### src/rtl/lru_cache_table_with_expiry_core_defines.svh
// Assertion macros for the cache table core
`ifndef LRU_CACHE_TABLE_WITH_EXPIRY_CORE_DEFINES_SVH
`define LRU_CACHE_TABLE_WITH_EXPIRY_CORE_DEFINES_SVH
`ifndef SYNTH
`define LCT_ASSERT(label, clk, rst_n, prop, msg) \
  label: assert property (@(posedge clk) disable iff (!rst_n) prop) else $error(msg);
`define LCT_ASSERT_RST(label, clk, prop, msg) \
  label: assert property (@(posedge clk) prop) else $error(msg);
`else
`define LCT_ASSERT(label, clk, rst_n, prop, msg)
`define LCT_ASSERT_RST(label, clk, prop, msg)
`endif
`endif

### src/rtl/lct_pkg.sv
`default_nettype none
package lct_pkg;
  typedef enum logic [1:0] {
    KIND_LOOKUP = 2'd0,
    KIND_INSERT = 2'd1,
    KIND_ROOM   = 2'd2,
    KIND_NONE   = 2'd3
  } kind_e;

  typedef enum logic [2:0] {
    ST_HIT       = 3'd0,
    ST_MISS      = 3'd1,
    ST_STALE     = 3'd2,
    ST_ADDED     = 3'd3,
    ST_TOO_LARGE = 3'd4,
    ST_EVICTED   = 3'd5,
    ST_NOT_FULL  = 3'd6
  } status_e;

  typedef enum logic [1:0] {
    FSM_IDLE = 2'd0,
    FSM_SCAN = 2'd1,
    FSM_APPLY = 2'd2,
    FSM_OUT  = 2'd3
  } fsm_e;

  localparam int unsigned CfgIdxW = 1;
  localparam logic [CfgIdxW-1:0] CFG_MAX_REQ  = 1'b0;
  localparam logic [CfgIdxW-1:0] CFG_MAX_RESP = 1'b1;
  localparam logic [15:0] MaxReqReset  = 16'd2000;
  localparam logic [23:0] MaxRespReset = 24'd102400;
  localparam logic [9:0]  MsPerS = 10'd1000;
  localparam int unsigned SeqW = 48;
  localparam int unsigned TimeW = 40;

  typedef struct packed {
    logic [1:0]  kind;
    logic [63:0] request_key;
    logic [15:0] req_bytes;
    logic [23:0] resp_bytes;
    logic [31:0] lifetime_s;
    logic [39:0] now_ms;
  } in_word_t;

  typedef struct packed {
    logic [2:0] status;
    logic [3:0] slot;
    logic       evicted;
  } out_word_t;

  typedef struct packed {
    logic load;
    logic scan_start;
    logic scan_step;
    logic apply;
  } dp_cmd_t;

  typedef struct packed {
    logic scan_last;
  } dp_sts_t;
endpackage
`default_nettype wire

### src/rtl/lct_ctrl.sv
`default_nettype none
module lct_ctrl
  import lct_pkg::*;
(
  input  logic    clk_i,
  input  logic    rst_ni,
  input  logic    in_valid_i,
  output logic    in_ready_o,
  output logic    out_valid_o,
  input  logic    out_ready_i,
  input  dp_sts_t sts_i,
  output dp_cmd_t cmd_o
);
  fsm_e state_q, state_d;

  always_ff @(posedge clk_i or negedge rst_ni) begin
    if (!rst_ni) begin
      state_q <= FSM_IDLE;
    end else begin
      state_q <= state_d;
    end
  end

  always_comb begin
    state_d = state_q;
    unique case (state_q)
      FSM_IDLE:  if (in_valid_i) state_d = FSM_SCAN;
      FSM_SCAN:  if (sts_i.scan_last) state_d = FSM_APPLY;
      FSM_APPLY: state_d = FSM_OUT;
      FSM_OUT:   if (out_ready_i) state_d = FSM_IDLE;
      default:   state_d = FSM_IDLE;
    endcase
  end

  always_comb begin
    in_ready_o = (state_q == FSM_IDLE);
    out_valid_o = (state_q == FSM_OUT);
    cmd_o = '0;
    cmd_o.load = (state_q == FSM_IDLE) && in_valid_i;
    cmd_o.scan_start = cmd_o.load;
    cmd_o.scan_step = (state_q == FSM_SCAN);
    cmd_o.apply = (state_q == FSM_APPLY);
  end
endmodule
`default_nettype wire

### src/rtl/lct_dp.sv
`default_nettype none
module lct_dp
  import lct_pkg::*;
#(
  parameter int unsigned Entries = 16
) (
  input  logic      clk_i,
  input  logic      rst_ni,
  input  in_word_t  in_word_i,
  input  logic      cfg_we_i,
  input  logic [CfgIdxW-1:0] cfg_idx_i,
  input  logic [31:0] cfg_data_i,
  input  dp_cmd_t   cmd_i,
  output dp_sts_t   sts_o,
  output out_word_t out_word_o,
  output logic [$clog2(Entries+1)-1:0] occ_o
);
  localparam int unsigned IdxW = (Entries > 1) ? $clog2(Entries) : 1;
  localparam int unsigned OccW = $clog2(Entries + 1);
  localparam logic [OccW-1:0] EntriesOcc = OccW'(Entries);
  localparam logic [IdxW-1:0] LastIdx = IdxW'(Entries - 1);

  logic [Entries-1:0] valid_q, valid_d;
  logic [63:0]     key_mem  [Entries];
  logic [15:0]     len_mem  [Entries];
  logic [SeqW-1:0] use_mem  [Entries];
  logic [TimeW-1:0] at_mem  [Entries];
  logic [31:0]     life_mem [Entries];

  in_word_t        req_q;
  logic [15:0]     max_req_q;
  logic [23:0]     max_resp_q;
  logic [OccW-1:0] occ_q, occ_d;
  logic [SeqW-1:0] seq_q, seq_d;
  logic [IdxW-1:0] idx_q;
  logic            match_q, match_d;
  logic [IdxW-1:0] match_idx_q, match_idx_d;
  logic            free_q, free_d;
  logic [IdxW-1:0] free_idx_q, free_idx_d;
  logic            lru_q, lru_d;
  logic [IdxW-1:0] lru_idx_q, lru_idx_d;
  logic [SeqW-1:0] lru_use_q, lru_use_d;
  logic            stale_q, stale_d;
  out_word_t       out_q, out_d;

  logic [TimeW-1:0] age;
  logic [41:0]      limit;
  logic             is_match;
  logic             too_req, too_resp;
  logic [IdxW-1:0]  tgt;
  logic             we;
  logic [SeqW-1:0]  seq_inc;

  assign sts_o.scan_last = (idx_q == LastIdx);
  assign out_word_o = out_q;
  assign occ_o = occ_q;

  always_ff @(posedge clk_i or negedge rst_ni) begin
    if (!rst_ni) begin
      max_req_q  <= MaxReqReset;
      max_resp_q <= MaxRespReset;
    end else if (cfg_we_i) begin
      unique case (cfg_idx_i)
        CFG_MAX_REQ:  max_req_q  <= cfg_data_i[15:0];
        CFG_MAX_RESP: max_resp_q <= cfg_data_i[23:0];
        default: ;
      endcase
    end
  end

  always_comb begin
    age = req_q.now_ms - at_mem[idx_q];
    limit = 42'(life_mem[idx_q]) * 42'(MsPerS);
    is_match = valid_q[idx_q] && (len_mem[idx_q] == req_q.req_bytes)
               && (key_mem[idx_q] == req_q.request_key);
    match_d = match_q; match_idx_d = match_idx_q; stale_d = stale_q;
    free_d = free_q; free_idx_d = free_idx_q;
    lru_d = lru_q; lru_idx_d = lru_idx_q; lru_use_d = lru_use_q;
    if (cmd_i.scan_start) begin
      match_d = 1'b0; free_d = 1'b0; lru_d = 1'b0;
      match_idx_d = '0; free_idx_d = '0; lru_idx_d = '0; stale_d = 1'b0;
      lru_use_d = '0;
    end else if (cmd_i.scan_step) begin
      if (is_match && !match_q) begin
        match_d = 1'b1;
        match_idx_d = idx_q;
        stale_d = (life_mem[idx_q] != '0) && (42'(age) > limit);
      end
      if (!valid_q[idx_q] && !free_q) begin
        free_d = 1'b1;
        free_idx_d = idx_q;
      end
      if (valid_q[idx_q] && (!lru_q || use_mem[idx_q] < lru_use_q)) begin
        lru_d = 1'b1;
        lru_idx_d = idx_q;
        lru_use_d = use_mem[idx_q];
      end
    end
  end

  always_comb begin
    too_req  = req_q.req_bytes > max_req_q;
    too_resp = req_q.resp_bytes > max_resp_q;
    seq_inc  = (seq_q == '1) ? seq_q : seq_q + SeqW'(1);
    valid_d = valid_q;
    occ_d = occ_q;
    seq_d = seq_q;
    out_d = out_q;
    tgt = '0;
    we = 1'b0;
    if (cmd_i.apply) begin
      out_d = '{status: ST_MISS, slot: 4'd0, evicted: 1'b0};
      unique case (kind_e'(req_q.kind))
        KIND_LOOKUP: begin
          if (match_q && stale_q) begin
            out_d.status = ST_STALE;
          end else if (match_q) begin
            seq_d = seq_inc;
            out_d.status = ST_HIT;
            out_d.slot = 4'(match_idx_q);
          end
        end
        KIND_INSERT: begin
          if (too_req || too_resp) begin
            out_d.status = ST_TOO_LARGE;
          end else begin
            if (occ_q < EntriesOcc && free_q) begin
              tgt = free_idx_q;
              occ_d = occ_q + OccW'(1);
            end else if (lru_q) begin
              tgt = lru_idx_q;
              out_d.evicted = 1'b1;
            end else begin
              tgt = free_idx_q;
            end
            we = 1'b1;
            seq_d = seq_inc;
            valid_d[tgt] = 1'b1;
            out_d.status = ST_ADDED;
            out_d.slot = 4'(tgt);
          end
        end
        KIND_ROOM: begin
          if (too_req) begin
            out_d.status = ST_TOO_LARGE;
          end else if (occ_q >= EntriesOcc) begin
            if (lru_q) begin
              valid_d[lru_idx_q] = 1'b0;
              occ_d = occ_q - OccW'(1);
              out_d.evicted = 1'b1;
              out_d.slot = 4'(lru_idx_q);
            end
            out_d.status = ST_EVICTED;
          end else begin
            out_d.status = ST_NOT_FULL;
          end
        end
        default: ;
      endcase
    end
  end

  always_ff @(posedge clk_i or negedge rst_ni) begin
    if (!rst_ni) begin
      valid_q <= '0;
      occ_q   <= '0;
      seq_q   <= '0;
      idx_q   <= '0;
      match_q <= 1'b0;
      free_q  <= 1'b0;
      lru_q   <= 1'b0;
      stale_q <= 1'b0;
    end else begin
      valid_q <= valid_d;
      occ_q   <= occ_d;
      seq_q   <= seq_d;
      match_q <= match_d;
      free_q  <= free_d;
      lru_q   <= lru_d;
      stale_q <= stale_d;
      if (cmd_i.scan_start) begin
        idx_q <= '0;
      end else if (cmd_i.scan_step && idx_q != LastIdx) begin
        idx_q <= idx_q + IdxW'(1);
      end
    end
  end

  always_ff @(posedge clk_i) begin
    if (cmd_i.load) begin
      req_q <= in_word_i;
    end
    match_idx_q <= match_idx_d;
    free_idx_q  <= free_idx_d;
    lru_idx_q   <= lru_idx_d;
    lru_use_q   <= lru_use_d;
    out_q       <= out_d;
    if (we) begin
      key_mem[tgt]  <= req_q.request_key;
      len_mem[tgt]  <= req_q.req_bytes;
      use_mem[tgt]  <= seq_d;
      at_mem[tgt]   <= req_q.now_ms;
      life_mem[tgt] <= req_q.lifetime_s;
    end else if (cmd_i.apply && kind_e'(req_q.kind) == KIND_LOOKUP
                 && match_q && !stale_q) begin
      use_mem[match_idx_q] <= seq_d;
    end
  end
endmodule
`default_nettype wire

### src/rtl/lru_cache_table_with_expiry_core.sv
// An accepted input word is loaded, the slots are scanned, the result is
// applied and held until taken; no new word is taken before then. The scan
// visits one slot a cycle through a single compare and age-check unit.
// Reset: asynchronous, active low; clears all slot valid bits, occupancy,
// sequence counter and restores the length limits. No clearing pass.
`default_nettype none
`include "lru_cache_table_with_expiry_core_defines.svh"
module lru_cache_table_with_expiry_core
  import lct_pkg::*;
#(
  parameter int unsigned Entries = 16
) (
  input  logic      clk_i,
  input  logic      rst_ni,
  input  logic      in_valid_i,
  output logic      in_ready_o,
  input  in_word_t  in_word_i,
  output logic      out_valid_o,
  input  logic      out_ready_i,
  output out_word_t out_word_o,
  input  logic      cfg_valid_i,
  output logic      cfg_ready_o,
  input  logic [CfgIdxW-1:0] cfg_index_i,
  input  logic [31:0] cfg_data_i
);
  dp_cmd_t cmd;
  dp_sts_t sts;
  logic [$clog2(Entries+1)-1:0] occ;

  assign cfg_ready_o = 1'b1;

  lct_ctrl u_ctrl (
    .clk_i, .rst_ni, .in_valid_i, .in_ready_o, .out_valid_o, .out_ready_i,
    .sts_i(sts), .cmd_o(cmd)
  );

  lct_dp #(.Entries(Entries)) u_dp (
    .clk_i, .rst_ni, .in_word_i,
    .cfg_we_i(cfg_valid_i), .cfg_idx_i(cfg_index_i), .cfg_data_i,
    .cmd_i(cmd), .sts_o(sts), .out_word_o, .occ_o(occ)
  );

  `LCT_ASSERT(a_occ_range, clk_i, rst_ni, occ <= ($clog2(Entries+1))'(Entries), "occupancy overflow")
  `LCT_ASSERT(a_hold_busy, clk_i, rst_ni, out_valid_o |-> !in_ready_o, "ready while result pending")
  `LCT_ASSERT(a_out_after, clk_i, rst_ni, (out_valid_o && !out_ready_i) |=> out_valid_o, "result dropped")
endmodule
`default_nettype wire
### config.mk
export PLATFORM = sky130hd
export DESIGN_NAME = lru_cache_table_with_expiry_core
export DESIGN_NICKNAME = d
export VERILOG_FILES = /design/src/rtl/lct_pkg.sv /design/src/rtl/lct_ctrl.sv /design/src/rtl/lct_dp.sv /design/src/rtl/lru_cache_table_with_expiry_core.sv
export VERILOG_INCLUDE_DIRS = /design/src /design/src/rtl
export SDC_FILE = /design/constraint.sdc
export NUM_CORES = 2
export LEC_CHECK = 0
export BUFFER_PORTS_ARGS = -buffer_cell sky130_fd_sc_hd__buf_2
export CORE_MARGIN = 5
export CORE_UTILIZATION = 55
export DETAILED_ROUTE_END_ITERATION = 12
export MAX_ROUTING_LAYER = met4
export PLACE_DENSITY = 0.84
export SYNTH_ARGS = -nofsm -noshare
export SYNTH_HDL_FRONTEND = slang
export SYNTH_HIERARCHICAL = 1
export SYNTH_SLANG_ARGS = --single-unit
### constraint.sdc
create_clock -name clk_i -period 9.8 [get_ports clk_i]
set_input_delay 0.49 -clock clk_i [delete_from_list [all_inputs] [get_ports clk_i]]
set_output_delay 0.49 -clock clk_i [all_outputs]
set_load 0.02 [all_outputs]
; ---- After elaboration in Yosys (flattened, before gate mapping)
; Memory sizes are Yosys's and may differ from the RTL's.
; Index checks and enable logic that the tools add are counted.
[op_classes]
n_lt_le_gt_ge = 11
reduce_logical = 43
n_addsub = 5
mux = 74
bitwise_logic = 4
multipliers = 1
n_eq_ne = 18
[op_table]
columns = op, count
row1 = 48-bit two-way mux, 6
row2 = 48-bit one-hot mux with 2 select lines, 1
row3 = 64-bit equality test, 1
row4 = 16-bit two-way mux, 4
row5 = 5-bit two-way mux, 10
row6 = 48-bit by 1-bit adder with 48-bit output (second input constant), 1
row7 = 48-bit equality test (second input constant), 1
row8 = 48-bit < comparator, 1
row9 = 4-bit two-way mux, 12
row10 = 48-bit OR reduction, 1
row11 = 40-bit by 42-bit greater-than comparator with 1-bit output, 1
row12 = 40-bit subtractor, 1
row13 = 32-bit by 7-bit multiplier with 39-bit output (second input constant), 1
row14 = 16-bit one-hot mux with 2 select lines, 1
row15 = 32-bit nonzero test, 1
row16 = 1-bit two-way mux, 26
row17 = 24-bit greater-than comparator, 1
row18 = 7-bit one-hot mux with 3 select lines, 1
row19 = 16-bit AND, 1
row20 = 16-bit equality test, 1
row21 = 16-bit greater-than comparator, 1
row22 = 16-bit inverter, 1
row23 = 16-bit bitwise OR, 1
row24 = 2-bit AND reduction, 8
row25 = other kinds (29), 72
[totals]
register_bits = 365
mem_bits_rw = 3200
wordCells = 185
inputBits = 216
output_inout_bits = 11
mem_count = 5
[mem_list]
columns = name, depth, width, rd, rd_clocked_by_memory_dff, write_ports, line
row1 = u_dp.key_mem, 16, 64, 1, 0, 1, lct_dp.sv:24  ; logic [63:0] key_mem [Entries];
row2 = u_dp.use_mem, 16, 48, 1, 0, 1, lct_dp.sv:26  ; logic [SeqW-1:0] use_mem [Entries];
row3 = u_dp.at_mem, 16, 40, 1, 0, 1, lct_dp.sv:27  ; logic [TimeW-1:0] at_mem [Entries];
row4 = u_dp.life_mem, 16, 32, 1, 0, 1, lct_dp.sv:28  ; logic [31:0] life_mem [Entries];
row5 = u_dp.len_mem, 16, 16, 1, 0, 1, lct_dp.sv:25  ; logic [15:0] len_mem [Entries];

; ---- Logic depth before layout (Yosys ltp)
[logic_depth]
ltp_word = 13
mapped_depth = 39
ltp_nobuf = 30

; ---- Modules after synthesis
; The synthesis kept the hierarchy.
[modules_own_cells]
columns = mod, seq_area_each_um2, n_inst, area_each_um2, cells_per_inst
row1 = lct_dp, 105817.7, 1, 147796.7, 7522
row2 = lct_ctrl, 50.0, 1, 167.7, 17
row3 = lru_cache_table_with_expiry_core, 0.0, 1, 11.3, 2

; ---- Worst setup path before layout
; Ideal clock, no wire load.
[synth_timing]
kind = flip-flop to flip-flop
start = reg u_dp/req_q[105] (netlist bit)
end = mem u_dp.at_mem[0][0], enable pin
arrival_ns = 9.146
synth_period_minus_slack_ns = 9.812
required_ns = 9.134
setup_slack_ns = -0.012
n_path_buf = 2
stages_incl_launch_ff = 13
setup_ns = 0.666
cell_sequence = edfxtp_1 > ha_1 > a21o_1 > a21o_1 > a21oi_1 > o22a_1 > a41o_1 > nand2_1 > nor3_1 > clkbuf_1 > buf_1 > nand4_1 > nor2_1
[synth_via]
elab_chain_cells = 7
word_cells_on_any_way = 10
classes_between = order compare (1) / mux (8) / reduce/logical (1)
[synth_rtl]
columns = element, line
row1 = "start, declared", lct_dp.sv:30  ; in_word_t req_q;
row2 = "start signal, assigned", lct_dp.sv:191  ; req_q <= in_word_i;
row3 = 16-bit greater-than comparator *, lct_dp.sv:102  ; too_req = req_q.req_bytes > max_req_q;
row4 = 1-bit logical OR *, lct_dp.sv:124  ; if (too_req || too_resp) begin
row5 = 1-bit two-way mux, lct_dp.sv:124
row6 = 1-bit two-way mux, lct_dp.sv:113  ; unique case (kind_e'(req_q.kind))
row7 = 1-bit two-way mux, lct_dp.sv:111  ; if (cmd_i.apply) begin
row8 = 1-bit two-way mux, lct_dp.sv:198  ; if (we) begin
row9 = 1-bit two-way mux (not written as such), lct_dp.sv:202  ; at_mem[tgt] <= req_q.now_ms;
row10 = "end, declared", lct_dp.sv:27
; Every way passes the cells marked *; elsewhere a longest branch is shown, timed or not.

; ---- Final worst setup path
[layout_timing]
start = reg u_dp.idx_q[0]
end = reg u_dp.stale_q
[layout_via]
elab_chain_cells = 7
word_cells_on_any_way = 21
classes_between = add/sub (1) / mul (1) / order compare (1) / eq/ne (2) / mux (5) / reduce/logical (7) / memory (4)
[layout_rtl]
columns = element, line
row1 = "start, declared", lct_dp.sv:35  ; logic [IdxW-1:0] idx_q;
row2 = "start signal, assigned", lct_dp.sv:184  ; idx_q <= idx_q + IdxW'(1);
row3 = memory read 16 x 32 bit (tied with other cells), n/a
row4 = 32-bit by 7-bit multiplier with 39-bit output (tied with other cells), lct_dp.sv:73  ; limit = 42'(life_mem[idx_q]) * 42'(MsPerS);
row5 = 40-bit by 42-bit greater-than comparator with 1-bit output / 1-bit logical AND (equally long branches), "lct_dp.sv:87, lct_dp.sv:74"
row6 = 1-bit logical AND (on tied branches), "lct_dp.sv:87, lct_dp.sv:75"
row7 = 1-bit two-way mux / 1-bit logical AND (equally long branches), lct_dp.sv:84  ; if (is_match && !match_q) begin
row8 = 1-bit two-way mux / 2-bit nonzero test (equally long branches), n/a
row9 = 1-bit two-way mux / 2-bit AND reduction (equally long branches), n/a
row10 = "end signal, assigned", lct_dp.sv:180  ; stale_q <= stale_d;
row11 = "end, declared", lct_dp.sv:43  ; logic stale_q, stale_d;
; Several ways; a longest one is shown, not always the timed one. The select of a mux whose other input is x is not followed.
; A chain may end at the register's enable or synchronous reset.

==> summary.md <==
| Metric | Value |
|---|---|
| Critical-path maximum fanout | 45 |
| Vias per Instance | 6.783 |
| Vias | 81476 |
| Adder-cell area share of the yosys netlist | 3.977% |
| CTS tree | yes |
| Clk buf depth | 4 |
| Commonest non-fill, non-tap cells in the layout | edfxtp_1 (3386), mux4_2 (832), inv_1 (372), clkbuf_16 (359), ha_1 (280) |
| CTS clk-pin slew, worst paths | 0.07 ns |
| Post-DRT Antenna Nets | 0 |
| Worst-margin pin slew | 1.523 ns |
| Number of buffers created by CTS | 354 |
| HPWL Detailed | 204700 µm |
| Sequential-to-total area share from yosys stat | 71.54% |
| Worst Hold Class | in2reg |
| Clock Sinks | 3565 |
| Die W | 528.7 µm |
| H-tree depth | 5 |
| EDFF count, synth | 3386 |
| Skew-Pair Late Insertion Delay | 1.01 ns |
| Final hold vios | 0 |
| Dpl ws | 0.9002 ns |
| Yosys cell types | 93 |
| Simple logic cell fraction of the synthesized area | 2.592% |
| Req. time, crit path | 10.68 ns |
| Main synth FF type | edfxtp_1 |
| Area Overhead vs Synth | 12.62% |
| Critical path buffers and inverters | 6 |
| Min Clock Period, post-route | 9.164 ns |
| Largest family of logic cells by synthesized area | multiplexers |
| GRT Util Overall | 29.03% |
| Wire length of the first global-routing pass | 575300 µm |
| Slew margin rel. | -1.526% |
| Largest net degree at the start of global routing | 116 |
| Post-Synthesis Cells | 7541 |
| Final worst slack | 0.6364 ns |
| DRT iter0 DRCs | 13851 |
| Fillers | 16726 |
| Fmax | 109.1 MHz |
| Post-CTS sizing | 0 |
| RSZ-0062 raised after global routing | no |
| Max-capacitance violation count | 2 |
| Cell Area, Synth | 148000 µm² |
| Initial antenna violation count | 18 |
| Fraction of registers with async set/reset | 3.338% |
| Post-Synth XOR/XNOR Area | 0.8464% |
| Flop2flop setup slack | 0.64 ns |
| Syn Nets | 8156 |
| Post-synthesis mux area share | 15.51% |
| Die footprint | 279500 µm² |
| Period utilization | 93.51% |
| Critical path class | reg2reg |
| Compound-Gate Fraction of Synth Area | 3.382% |
| Yosys warnings | 6 |
| Setup Viol. Count Final | 0 |
| Top delay family on crit path | adder cells |
| Arr. time, crit path | 10.04 ns |
| Slowest Stage Delay on Critical Path | 0.63 ns |
| Syn Area/Cell | 19.62 µm² |
| Most common library cell in the layout ignoring fill and taps | edfxtp_1 |
| DP Area | 153500 µm² |
| Crit. End Element | flop |
| Total global routing overflow | 0 |
| I/O pin count | 227 |
| Setup TNS | 0 ns |
| Post-route cell area | 166600 µm² |
| Drt pass-1 iters | 10 |
| CP startpoint kind | flop |
| Vias in the first global route | 83916 |
| Share of cells above drive strength 1 | 22.18% |
| Nets | 8797 |
| Detailed Route WL | 395500 µm |
| Die extent in y | 528.7 µm |
| Number of cell rows | 190 |
| Slew Limit Fails | 18 |
| Core area | 267900 µm² |
| Slowest cell on crit path | mux4_2 |
| Status | finished, violations left |
| Dpl cells | 11161 |
| Post-DR wirelength/cell | 32.93 µm |
| Fin cells | 12011 |
| Setup Skew | 0.09296 ns |
| Initial Utilization | 55.23% |
| CTS root buf | clkbuf_16 |
| Port bufs | 217 |
| Gpl congestion | 0.8914 |
| Violated checks | capacitance limit, slew limit |
| Remaining DRCs | 0 |
| Synth Register Bits | 3565 |
-- final cells by class --
cell class / count / area [µm²] / area share, %
Clock inverter: 155 / 1351 / 0.8109
Inverter: 373 / 1413 / 0.8477
Multi-Input combinational cell: 3292 / 39230 / 23.54
Timing Repair Buffer: 596 / 4767 / 2.861
Antenna cell: 15 / 37.54 / 0.02252
Sequential cell: 3565 / 105900 / 63.54
Tap cell: 3552 / 4444 / 2.667
Clock buffer: 463 / 9524 / 5.715
-- flip-flops by register name, summed over array words and instances (netlist names), 24 cells and up --
| name | count |
|---|---|
| u_dp/req_q | 178 |
| u_dp/seq_q | 48 |
| u_dp/max_resp_q | 24 |
| u_dp/key_mem | 1024 |
| u_dp/lru_use_q | 48 |
| u_dp/life_mem | 512 |
| u_dp/at_mem | 640 |
| u_dp/use_mem | 768 |
| u_dp/len_mem | 256 |
-- what timing repair did --
item,CTS,global route
buffers inserted,0,0
endpoints found under the hold margin,285,0
hold buffers,211,0
-- tightest hold or removal path, stage by stage --
cell and delay (ns):
buf_2 0.10, nor2b_2 0.19, nand2_1 0.12, o21ai_0 0.07
-- cells in the mapped netlist (11+ instances only) --
cell type	number	area share, %
edfxtp_1	3386	69
mux4_2	832	13
inv_1	372	0.94
ha_1	280	2.4
mux2i_1	247	1.7
nor2_1	218	0.55
nand2_1	192	0.49
a21oi_1	158	0.53
o21ai_0	153	0.52
clkbuf_1	126	0.32
fa_1	119	1.6
dfrtp_1	110	1.9
mux2_2	106	0.81
buf_2	87	0.29
a21o_1	81	0.41
xnor2_1	81	0.48
xor2_1	62	0.37
nor3_1	61	0.21
dfxtp_1	60	0.81
nand4_1	60	0.25
nand3_1	55	0.19
o22ai_1	54	0.23
buf_4	49	0.25
a31oi_1	40	0.17
a211oi_1	34	0.17
nor2b_1	34	0.14
and3_1	32	0.14
a22oi_1	31	0.16
buf_6	27	0.21
o21a_1	26	0.13
a221oi_1	22	0.13
nand2b_1	21	0.089
nor4_1	21	0.089
o31ai_1	21	0.11
or3_1	20	0.085
mux4_1	19	0.34
a22o_1	14	0.083
and2_1	14	0.059
o211ai_1	14	0.071
and4_1	12	0.071
o2111ai_1	12	0.071
o21bai_1	11	0.056
-- metal layers --
layer | wire length (µm) | part of all wire, % | track usage, % | vias up
met5 | 0 | 0 | - | -
met4 | 26280 | 6.6 | 15.66 | 0
met3 | 46550 | 12 | 5.550 | 1443
met2 | 190700 | 48 | 45.37 | 6920
met1 | 132000 | 33 | 36.44 | 41213
li1 | - | - | - | 31900
-- through the flow --
| stage | hold WS [ns] | utilization, % |
|---|---|---|
| 6_report | 0.04870 | 62.20 |
| 5_1_grt | 0.06907 | 62.20 |
| 4_1_cts | 0.001771 | 62.15 |
| 3_5_place_dp | 0.4830 | 57.31 |
| 3_3_place_gp | 0.4712 | 57.31 |
| 2_1_floorplan | 0.1944 | - |
-- final timing paths --
check	end	cells after the start	start
worst min-delay path	u_dp/max_req_q[5]	4	cfg_index_i
worst min register to register	u_dp/lru_use_q[24]	2	u_dp/lru_use_q[24]
worst max register to register	u_dp/stale_q	29	u_dp/idx_q[0]
worst max-delay path	u_dp/stale_q	29	u_dp/idx_q[0]
min in group asynchronous	u_dp/stale_q	2	rst_ni
max in group asynchronous	u_dp/max_resp_q[19]	3	rst_ni
-- kinds of logic (layout without fill, tap and decap cells) --
family / Yosys count / count (layout)
flops: 3565 / 3565
mux: 1208 / 1208
simple gates: 783 / 783
compound gates: 758 / 758
buf+inv: 684 / 1587
fa+ha+maj: 399 / 399
xor+xnor: 143 / 143
other cells: 1 / 16
Power is not shown: default switching activity piles up to over one toggle a cycle in this logic, so the estimate is an artifact.
